### src/rtl/core/ats_pkg.sv
`timescale 1ns / 1ps
// Shared types, constants and helpers for the adaptive trend smoother.
package ats_pkg;

  localparam int SAMPLE_W  = 24;
  localparam int GAP_W     = 16;
  localparam int TC_W      = 13;
  localparam int OG_W      = 17;
  localparam int TREND_W   = 32;
  localparam int Q30_W     = 31;
  localparam int EXP_ARG_W = 20;
  localparam int CFG_W     = 17;
  localparam int IDX_W     = 4;

  localparam logic [Q30_W-1:0] ONE_Q30  = 31'h4000_0000;
  localparam logic [Q30_W-1:0] EXP_SEED = 31'd1073725440;
  localparam logic [TC_W-1:0]  TC_RESET = 13'd2432;

  typedef enum logic {
    REG_TIME_CONSTANT = 1'b0,
    REG_OUTLIER_GAIN  = 1'b1
  } cfg_reg_t;

  typedef struct packed {
    logic [SAMPLE_W-1:0] sample_value;
    logic [GAP_W-1:0]    day_gap;
    logic                new_series;
    logic                series_end;
  } in_item_t;

  typedef struct packed {
    logic [SAMPLE_W-1:0] trend_value;
    logic                run_last;
  } out_item_t;

  typedef enum logic [3:0] {
    DP_NOP,
    DP_CAPTURE,
    DP_ACC,
    DP_SEED,
    DP_EMIT,
    DP_LOAD,
    DP_PREP,
    DP_ALPHA,
    DP_ZSQ,
    DP_ZG,
    DP_QEXP,
    DP_DEN,
    DP_GAIN,
    DP_STEP
  } dp_op_t;

  typedef enum logic [3:0] {
    CS_IDLE,
    CS_SUM,
    CS_SEED,
    CS_EMIT,
    CS_LOAD,
    CS_PREP,
    CS_ALPHA,
    CS_ZSQ,
    CS_ZG,
    CS_QEXP,
    CS_DEN,
    CS_GAIN,
    CS_STEP
  } ctl_state_t;

  typedef struct packed {
    dp_op_t           op;
    logic             start;
    logic [IDX_W-1:0] idx;
    logic             last;
  } dp_cmd_t;

  typedef struct packed {
    logic done;
    logic div_busy;
    logic exp_busy;
  } dp_stat_t;

  function automatic logic is_multi(input dp_op_t op);
    return (op == DP_SEED) || (op == DP_ALPHA) || (op == DP_QEXP) || (op == DP_GAIN);
  endfunction

  // Round half up from a Q60 product to Q30.
  function automatic logic [33:0] rnd_q30(input logic [63:0] p);
    logic [63:0] s;
    s = p + 64'h2000_0000;
    return s[63:30];
  endfunction

endpackage

### src/rtl/core/ats_controller.sv
`timescale 1ns / 1ps
// Controller: sequences warm-up, seeding, trend updates and result beats.
module ats_controller import ats_pkg::*; #(
  parameter int W = 4
) (
  input  logic     clk,
  input  logic     rst_n,
  input  logic     in_valid,
  output logic     in_stall,
  input  in_item_t in_data,
  output logic     out_valid,
  input  logic     out_stall,
  output dp_cmd_t  cmd,
  input  dp_stat_t st
);

  localparam int IW = (W > 1) ? $clog2(W) : 1;
  localparam int CW = $clog2(W + 1);

  ctl_state_t    state_r, state_nxt;
  logic          wait_r, wait_nxt;
  logic [IW-1:0] idx_r, idx_nxt;
  logic [IW-1:0] last_r, last_nxt;
  logic [CW-1:0] cnt_r, cnt_nxt;
  logic          seeded_r, seeded_nxt;
  logic          out_valid_r, out_valid_nxt;

  logic [CW-1:0] cnt_base;
  logic [CW-1:0] cnt_eff;
  logic [CW-1:0] cnt_plus;
  logic          flush;
  logic          gen;
  dp_op_t        step_op;
  ctl_state_t    step_next;

  assign cnt_base = in_data.new_series ? '0 : cnt_r;
  assign cnt_eff  = (cnt_base >= CW'(W)) ? '0 : cnt_base;
  assign cnt_plus = cnt_eff + CW'(1);
  assign flush    = (cnt_plus == CW'(W)) || in_data.series_end;

  always_ff @(posedge clk) begin
    if (!rst_n) begin
      state_r     <= CS_IDLE;
      wait_r      <= 1'b0;
      idx_r       <= '0;
      last_r      <= '0;
      cnt_r       <= '0;
      seeded_r    <= 1'b0;
      out_valid_r <= 1'b0;
    end else begin
      state_r     <= state_nxt;
      wait_r      <= wait_nxt;
      idx_r       <= idx_nxt;
      last_r      <= last_nxt;
      cnt_r       <= cnt_nxt;
      seeded_r    <= seeded_nxt;
      out_valid_r <= out_valid_nxt;
    end
  end

  always_comb begin
    state_nxt     = state_r;
    wait_nxt      = wait_r;
    idx_nxt       = idx_r;
    last_nxt      = last_r;
    cnt_nxt       = cnt_r;
    seeded_nxt    = seeded_r;
    out_valid_nxt = out_valid_r && out_stall;
    cmd           = '0;
    cmd.op        = DP_NOP;
    gen           = 1'b0;
    step_op       = DP_NOP;
    step_next     = CS_IDLE;

    unique case (state_r)
      CS_IDLE: begin
        cmd.op  = DP_CAPTURE;
        cmd.idx = IDX_W'(cnt_eff);
        if (in_valid) begin
          cmd.start = 1'b1;
          if (seeded_r && !in_data.new_series) begin
            idx_nxt   = '0;
            last_nxt  = '0;
            state_nxt = CS_PREP;
          end else begin
            seeded_nxt = 1'b0;
            cnt_nxt    = cnt_plus;
            if (flush) begin
              idx_nxt   = '0;
              last_nxt  = cnt_eff[IW-1:0];
              state_nxt = CS_SUM;
            end
          end
        end
      end
      CS_SUM: begin
        cmd.op    = DP_ACC;
        cmd.idx   = IDX_W'(idx_r);
        cmd.start = 1'b1;
        if (idx_r == last_r) begin
          idx_nxt   = '0;
          state_nxt = CS_SEED;
        end else begin
          idx_nxt = idx_r + IW'(1);
        end
      end
      CS_SEED: begin
        gen       = 1'b1;
        step_op   = DP_SEED;
        step_next = CS_EMIT;
      end
      CS_EMIT: begin
        cmd.op   = DP_EMIT;
        cmd.idx  = IDX_W'(idx_r);
        cmd.last = (idx_r == last_r);
        if (!out_valid_r || !out_stall) begin
          cmd.start     = 1'b1;
          out_valid_nxt = 1'b1;
          if (idx_r == last_r) begin
            seeded_nxt = 1'b1;
            cnt_nxt    = '0;
            state_nxt  = CS_IDLE;
          end else begin
            idx_nxt   = idx_r + IW'(1);
            state_nxt = CS_LOAD;
          end
        end
      end
      CS_LOAD: begin
        cmd.op    = DP_LOAD;
        cmd.idx   = IDX_W'(idx_r);
        cmd.start = 1'b1;
        state_nxt = CS_PREP;
      end
      CS_PREP: begin
        gen = 1'b1; step_op = DP_PREP; step_next = CS_ALPHA;
      end
      CS_ALPHA: begin
        gen = 1'b1; step_op = DP_ALPHA; step_next = CS_ZSQ;
      end
      CS_ZSQ: begin
        gen = 1'b1; step_op = DP_ZSQ; step_next = CS_ZG;
      end
      CS_ZG: begin
        gen = 1'b1; step_op = DP_ZG; step_next = CS_QEXP;
      end
      CS_QEXP: begin
        gen = 1'b1; step_op = DP_QEXP; step_next = CS_DEN;
      end
      CS_DEN: begin
        gen = 1'b1; step_op = DP_DEN; step_next = CS_GAIN;
      end
      CS_GAIN: begin
        gen = 1'b1; step_op = DP_GAIN; step_next = CS_STEP;
      end
      CS_STEP: begin
        gen = 1'b1; step_op = DP_STEP; step_next = CS_EMIT;
      end
      default: state_nxt = CS_IDLE;
    endcase

    // Datapath steps: start once, then hold the command until done comes back.
    if (gen) begin
      cmd.op    = step_op;
      cmd.idx   = IDX_W'(last_r);
      cmd.start = !wait_r;
      if (st.done) begin
        wait_nxt  = 1'b0;
        state_nxt = step_next;
      end else begin
        wait_nxt = 1'b1;
      end
    end
  end

  assign in_stall  = (state_r != CS_IDLE);
  assign out_valid = out_valid_r;

endmodule

### config.mk
export PLATFORM = sky130hd
export DESIGN_NAME = ats_controller
export DESIGN_NICKNAME = d
export VERILOG_FILES = /design/src/rtl/core/ats_pkg.sv /design/src/rtl/core/ats_controller.sv
export SDC_FILE = /design/constraint.sdc
export NUM_CORES = 1
export LEC_CHECK = 0
export BUFFER_PORTS_ARGS = -buffer_cell sky130_fd_sc_hd__buf_2
export CAP_MARGIN = 20
export CORE_ASPECT_RATIO = 0.7
export CORE_MARGIN = 2
export CORE_UTILIZATION = 48
export CTS_BUF_LIST = sky130_fd_sc_hd__clkbuf_16
export CTS_CLUSTER_SIZE = 28
export DETAILED_ROUTE_END_ITERATION = 7
export PLACE_DENSITY = 0.84
export REMOVE_ABC_BUFFERS = 1
export SETUP_SLACK_MARGIN = 0.2
export SYNTH_ARGS = -nofsm -noshare
export SYNTH_HDL_FRONTEND = slang
export SYNTH_SLANG_ARGS = --single-unit
export TNS_END_PERCENT = 50
### constraint.sdc
create_clock -name clk -period 2.9 [get_ports clk]
set_clock_uncertainty 0.15 [all_clocks]
set_input_delay 0.435 -clock clk [delete_from_list [all_inputs] [get_ports clk]]
set_output_delay 0.435 -clock clk [all_outputs]
set_load 0.02 [all_outputs]
==> metrics, run 1 <==
core area 0.00222 mm2; clk sinks 14; number of synthesized flops with an enable pin 0; Final #Nets 215; Crit. Startpoint state_r[0]$_SDFF_PN0_; via count of the routed design 1153; clock network fraction of design power 23.7%; DRC errors left 0; Reg2Reg Depth 4; antenna viol nets, final 0; die width 62.8 um; max cap viols 0; DR iter-0 viols 49; HP Start rst_n; worst path required time 2.32 ns; Tightest Hold Check Type in2reg; layout cells sized above 1 20.4%; DRT Wirelength 2710 um; slowest stage delay, CP 0.56 ns; DR WL/cell 14.0 um; post-synthesis sequential area ratio 24.1%; CP Launch Type flip-flop; final setup TNS 0 ns; slew margin rel. 47.6%; final setup violating endpoints 0; yosys warns 0; placed insts 191; Total GRT Usage 19.4%; area post-placement 0.00124 mm2; Reg2Reg Setup Slack 0.66 ns; grt ovf 0; initial antenna violation count 0; I/O Buffers 16; min cycle time layout 2.51 ns; Synth Instances 152; n_diodes 0; Initial Util 52.2%; vias in the first global route 980; Power per Cell Area 825 mW/mm2; post-CTS setup buffer count 0; Final Hold Fails 0; CTS H-tree lvls 1; Post-synth top flop dfxtp_1; die area 0.00284 mm2; CP Cell Sequence or3b_2 > a21oi_1 > a22oi_1 > nand2_1 > buf_2; CTS tree built; final std cells w/o fill 194; root buf cell clkbuf_16; post-synth cell types 49; DRT Pass-1 Iters 6; worst slew pin tran 0.785 ns; Crit Path Class reg2out; CP max FO 22; Seq pwr share 28.2%; Hold Crit Depth 2; slowest CP cell or3b_2; maximum vdd ir drop 415 uV; post-cts sizing count 0; sw frac 41.9%; Clock Pin Slew Worst Setup and Hold Paths 0.05 ns; reg2reg end state_r[0]$_SDFF_PN0_; Comb power frac 48.2%; final instance area 0.00132 mm2; Slew Limit Fails 0; floorplan row count 14; gp weighted congestion 0.954; final cycle utilization of the critical path 86.6%; hold_buf cts 0; io pins 61; leakage 0.000506 uW; RSZ-0062 raised after global routing false; critical path capture point type output pin; Via density 5.94; P&R area growth vs syn 13.2%; syn_area_per_cell 7.65 um2; Sw Pwr 455 uW; asr flop ratio synth 0%; CP Data Arrival Time 1.93 ns; Yosys reg bits 14; dpl hpwl 2000 um; Hold EP state_r[1]$_SDFF_PN0_; Clk Latency, worst-skew pair 0.25 ns; largest net degree at the start of global routing 23; reg-to-reg startpoint state_r[0]$_SDFF_PN0_; first-pass GRT wire length 4280 um; total CTS buffers 3; Die H 45.2 um; Fill cells 199; Post-Syn Area 0.00116 mm2; outcome complete, no violations; Longest Clk Path Bufs 2; Power Internal 631 uW; fmax 398 MHz
final cells by class:
cell class | count | area [um2] | area share, %
timing repair buffer | 20 | 110 | 8.37
sequential | 14 | 282 | 21.4
multi-input combinational | 118 | 783 | 59.5
clock buffer | 3 | 75.1 | 5.70
inverter | 7 | 26.3 | 2.00
tap | 32 | 40.0 | 3.04
through the flow:
stage | power, uW | worst slack, ns | util (%) | hold WS [ns]
6_report | 1090 | 0.389 | 59.2 | 0.303
5_1_grt | 1150 | 0.283 | 59.2 | 0.311
4_1_cts | 1080 | 0.333 | 59.1 | 0.310
3_5_place_dp | 821 | 0.589 | 55.7 | 0.313
3_3_place_gp | 804 | 0.631 | 55.7 | 0.301
2_1_floorplan | 669 | 0.739 | - | 0.293
registers in the layout, summed over array words and instances, names as in the netlist:
signal and cells:
last_r 2, idx_r 2, cnt_r 3, wait_r 1, seeded_r 1, out_valid 1
state_r 4
cells by family (layout without fill, tap and decap cells):
kind of cell	Yosys count	in the layout	synth area share [%]
other	2	3	0.646
adders and majority gates	2	2	2.15
AOI/OAI and AO/OA	49	49	30.8
and+or+nand+nor	59	59	29.3
muxes	2	2	1.94
xor gates and xnor gates	3	3	2.26
buffers and inverters	21	30	8.83
DFF	14	14	24.1
power by group through the flow:
stage	Sequential (uW)	Combinational, uW	Clock, uW
2_1_floorplan	301	368	0
3_3_place_gp	301	503	0
3_5_place_dp	305	515	0
4_1_cts	301	517	260
5_1_grt	313	573	266
6_report	306	523	257
routing by layer:
layer  track usage, %  share of wire, %
met4             4.44              0.30
met5                0                 0
met2             32.0                46
met3             7.73               7.5
met1             24.4                46
cells in the mapped netlist, types with 2 or more instances:
| library cell | number | area [um2] |
|---|---|---|
| a211o_1 | 2 | 17.5 |
| a211oi_1 | 3 | 22.5 |
| a21oi_1 | 14 | 70.1 |
| a22oi_1 | 2 | 15.0 |
| a31oi_1 | 4 | 25.0 |
| and2_0 | 2 | 12.5 |
| and2_1 | 2 | 12.5 |
| and3_1 | 2 | 12.5 |
| buf_2 | 4 | 20.0 |
| buf_4 | 3 | 22.5 |
| clkbuf_1 | 6 | 22.5 |
| conb_1 | 2 | 7.51 |
| dfxtp_1 | 14 | 280 |
| ha_1 | 2 | 25.0 |
| inv_1 | 7 | 26.3 |
| mux2_2 | 2 | 22.5 |
| nand2_1 | 12 | 45.0 |
| nand2b_1 | 8 | 50.1 |
| nand3_1 | 5 | 25.0 |
| nand3b_1 | 3 | 22.5 |
| nand4b_1 | 2 | 17.5 |
| nor2_1 | 13 | 48.8 |
| nor3b_1 | 2 | 15.0 |
| o211ai_1 | 2 | 15.0 |
| o21a_1 | 2 | 15.0 |
| o21ai_0 | 5 | 25.0 |
| o2bb2ai_1 | 2 | 17.5 |
| o311a_1 | 2 | 20.0 |
| xnor2_1 | 3 | 26.3 |
critical path, delay by kind of cell, from the launching register on:
kind | cells | cell delay [ns]
AOI/OAI and AO/OA | 2 | 0.33
buffers and inverters | 1 | 0.16
DFF | 1 | 0.55
and+or+nand+nor | 2 | 0.64
worst max-delay path by stage:
stage | to | cells past startpoint
floorplan | cmd[2] | 4
global placement | cmd[2] | 5
global route | cmd[1] | 5
detailed placement | cmd[2] | 5
finish | cmd[1] | 5
CTS | cmd[2] | 5
placed cells by master (no fill, tap or decap), types with 3 or more instances in the layout:
master     Yosys  final
buf_4          3      4
nand2b_1       8      8
nand3b_1       3      3
xnor2_1        3      3
nand2_1       12     12
nor2_1        13     13
inv_1          7      7
dfxtp_1       14     13
buf_2          4     16
a21oi_1       14     14
clkbuf_16      0      3
o21ai_0        5      5
a211oi_1       3      3
nand3_1        5      5
a31oi_1        4      4
conb_1         2      3
Note: power is estimated with default switching activity, not from simulation.
==> inputs of run 2 (changes only) <==
Settings changed: CORE_UTILIZATION 48 to 45, PLACE_DENSITY 0.84 to unset, PLACE_DENSITY_LB_ADDON set to 0.2.
Clock period 2.9 ns to 2.5 ns, I/O delays scaled along.
==> run 2 against run 1 <==
Final cell count increased by 3.1%. Worst setup slack lost 0.13 ns. Power up 21%. Clock power rose by 17%. Global-route usage is 0.65 points higher. Critical path type unchanged. Sequential share of layout area shrank 0.80 points. Hold slack worse by 0.037 ns. Die area up 6.2%. Non-clock buffer count is 4 higher.
==> metrics, run 2 (synthesized netlist as in run 1, its figures left out) <==
worst path required time 1.98 ns (-0.34 ns); slowest CP cell or3b_2; post-route worst setup slack 0.262 ns (-0.128 ns); top flop regs state_r x4, cnt_r x3; first-pass GRT wire length 4580 um (+6.9%); post-CTS setup buffer count 0 (unchanged); DR WL/cell 14.5 um (+3.7%); Longest Clk Path Bufs 2 (unchanged); Crit Path Class reg2out; multi-input logic area 797 um2 (+1.8%); max cap viols 0 (unchanged); largest net degree at the start of global routing 21 (-8.7%); CTS H-tree lvls 1 (unchanged); via count of the routed design 1179 (+2.3%); RSZ-0062 raised after global routing true; outcome complete, no violations; Clk Latency, worst-skew pair 0.24 ns (about the same); leakage 0.000528 uW (+4.3%); gp weighted congestion 0.895 (-6.2%); CP Launch Type flip-flop; min cycle time layout 2.24 ns; grt ovf 0 (unchanged); Bufs and invs on worst path 2 (+1); Initial Util 47.3% (-5.0 points); DRT Pass-1 Iters 5 (-1); Power per Cell Area 959 mW/mm2 (+16%); antenna viol nets, final 0 (unchanged); final setup violating endpoints 0 (unchanged); maximum vdd ir drop 394 uV (-5.1%); Final Hold Fails 0 (unchanged); floorplan row count 15 (+1); root buf cell clkbuf_16; worst slew pin tran 0.631 ns (-0.155 ns); total CTS buffers 3 (unchanged); final cycle utilization of the critical path 89.5%; Placement Setup Slack 0.425 ns (-0.164 ns); Largest Register state_r; CTS tree built; die width 64.7 um (+3.1%); Via density 5.90 (-0.81%); n_diodes 0 (unchanged); DR iter-0 viols 82 (+67%); vias in the first global route 973 (-0.71%); Slew Limit Fails 0 (unchanged); clk sinks 14 (unchanged); slowest stage delay, CP 0.46 ns (-0.10 ns); io pins 61 (unchanged); final setup TNS 0 ns (unchanged); core area 0.00246 mm2 (+11%); FF+latch area 282 um2 (unchanged); hold_buf cts 0 (unchanged); CP Data Arrival Time 1.71 ns (-0.22 ns); Tightest Hold Check Type in2reg; Die H 46.5 um (+3.0%); critical path capture point type output pin; hold slack 0.266 ns (-0.0375 ns); I/O Buffers 16 (unchanged); dpl hpwl 2060 um (+2.9%); Crit path max-delay family simple AND/OR/NAND/NOR gates; P&R area growth vs syn 17.7%; most frequent cells in the layout 14 x buf_2, 13 x nor2_1, 13 x a21oi_1, 13 x dfxtp_1, 12 x nand2_1; most common cell after layout, fill and taps aside buf_2; CP Cell Sequence buf_4 > or3b_2 > a21oi_2 > a22oi_1 > nand2_1 > buf_4; DRT Wirelength 2900 um (+6.9%); Total GRT Usage 20.1% (+0.65 points); max FFs per register 4 (unchanged); die area 0.00301 mm2 (+6.2%); initial antenna violation count 0 (unchanged); Fill cells 229 (+15%); Final #Nets 219 (+1.9%); Clock Pin Slew Worst Setup and Hold Paths 0.05 ns (about the same); CP max FO 10 (-55%); fmax 447 MHz; DRC errors left 0 (unchanged); most frequent CP cell buf_4; layout cells sized above 1 22.9% (+2.5 points); slew margin rel. 57.6% (+10 points)
-- run 2: worst paths after layout --
kind	startpoint	to	slack [ns]	depth (start not counted)
worst max-delay path	state_r[1]$_SDFF_PN0_	cmd[1]	0.26	6
worst min-delay path	rst_n	state_r[1]$_SDFF_PN0_	0.27	2
worst max register to register	cnt_r[2]$_SDFFE_PN0P_	last_r[1]$_SDFFE_PN0P_	0.50	6
worst min register to register	cnt_r[1]$_SDFFE_PN0P_	cnt_r[1]$_SDFFE_PN0P_	0.31	2
-- run 2: what timing repair did --
action                                  in CTS  in global routing
endpoints found under the setup margin       2                  3
pin swaps                                    0                  1
resized for setup                            2                  3
-- run 2: power by group --
part	leakage (uW)	switching [uW]	internal, uW
clock	0.0000370	91.4	209
combinational	0.000377	407	295
sequential	0.000114	45.7	263
total	0.000528	544	767
-- run 2: final cells by class --
type | count | share of cell area [%]
sequential | 14 | 20.6
tap | 34 | 3.11
inverter | 7 | 1.92
clock buffer | 3 | 5.49
multi-input combinational | 118 | 58.3
timing repair buffer | 24 | 10.6
-- run 2: layer usage --
layer	track usage, %	routed length, um	vias to the layer above
met5	0	0	-
met4	2.55	4	0
met3	5.87	234	2
met2	29.5	1230	45
met1	29.4	1420	551
li1	-	-	581
-- run 2: stage by stage --
step           instance area, um2  total power (uW)  util [%]  instances
2_1_floorplan                1090               777         -        139
3_3_place_gp                 1270               972      51.8        197
3_5_place_dp                 1270               982      51.8        197
4_1_cts                      1350              1290      55.0        200
5_1_grt                      1370              1400      55.6        200
6_report                     1370              1310      55.6        200
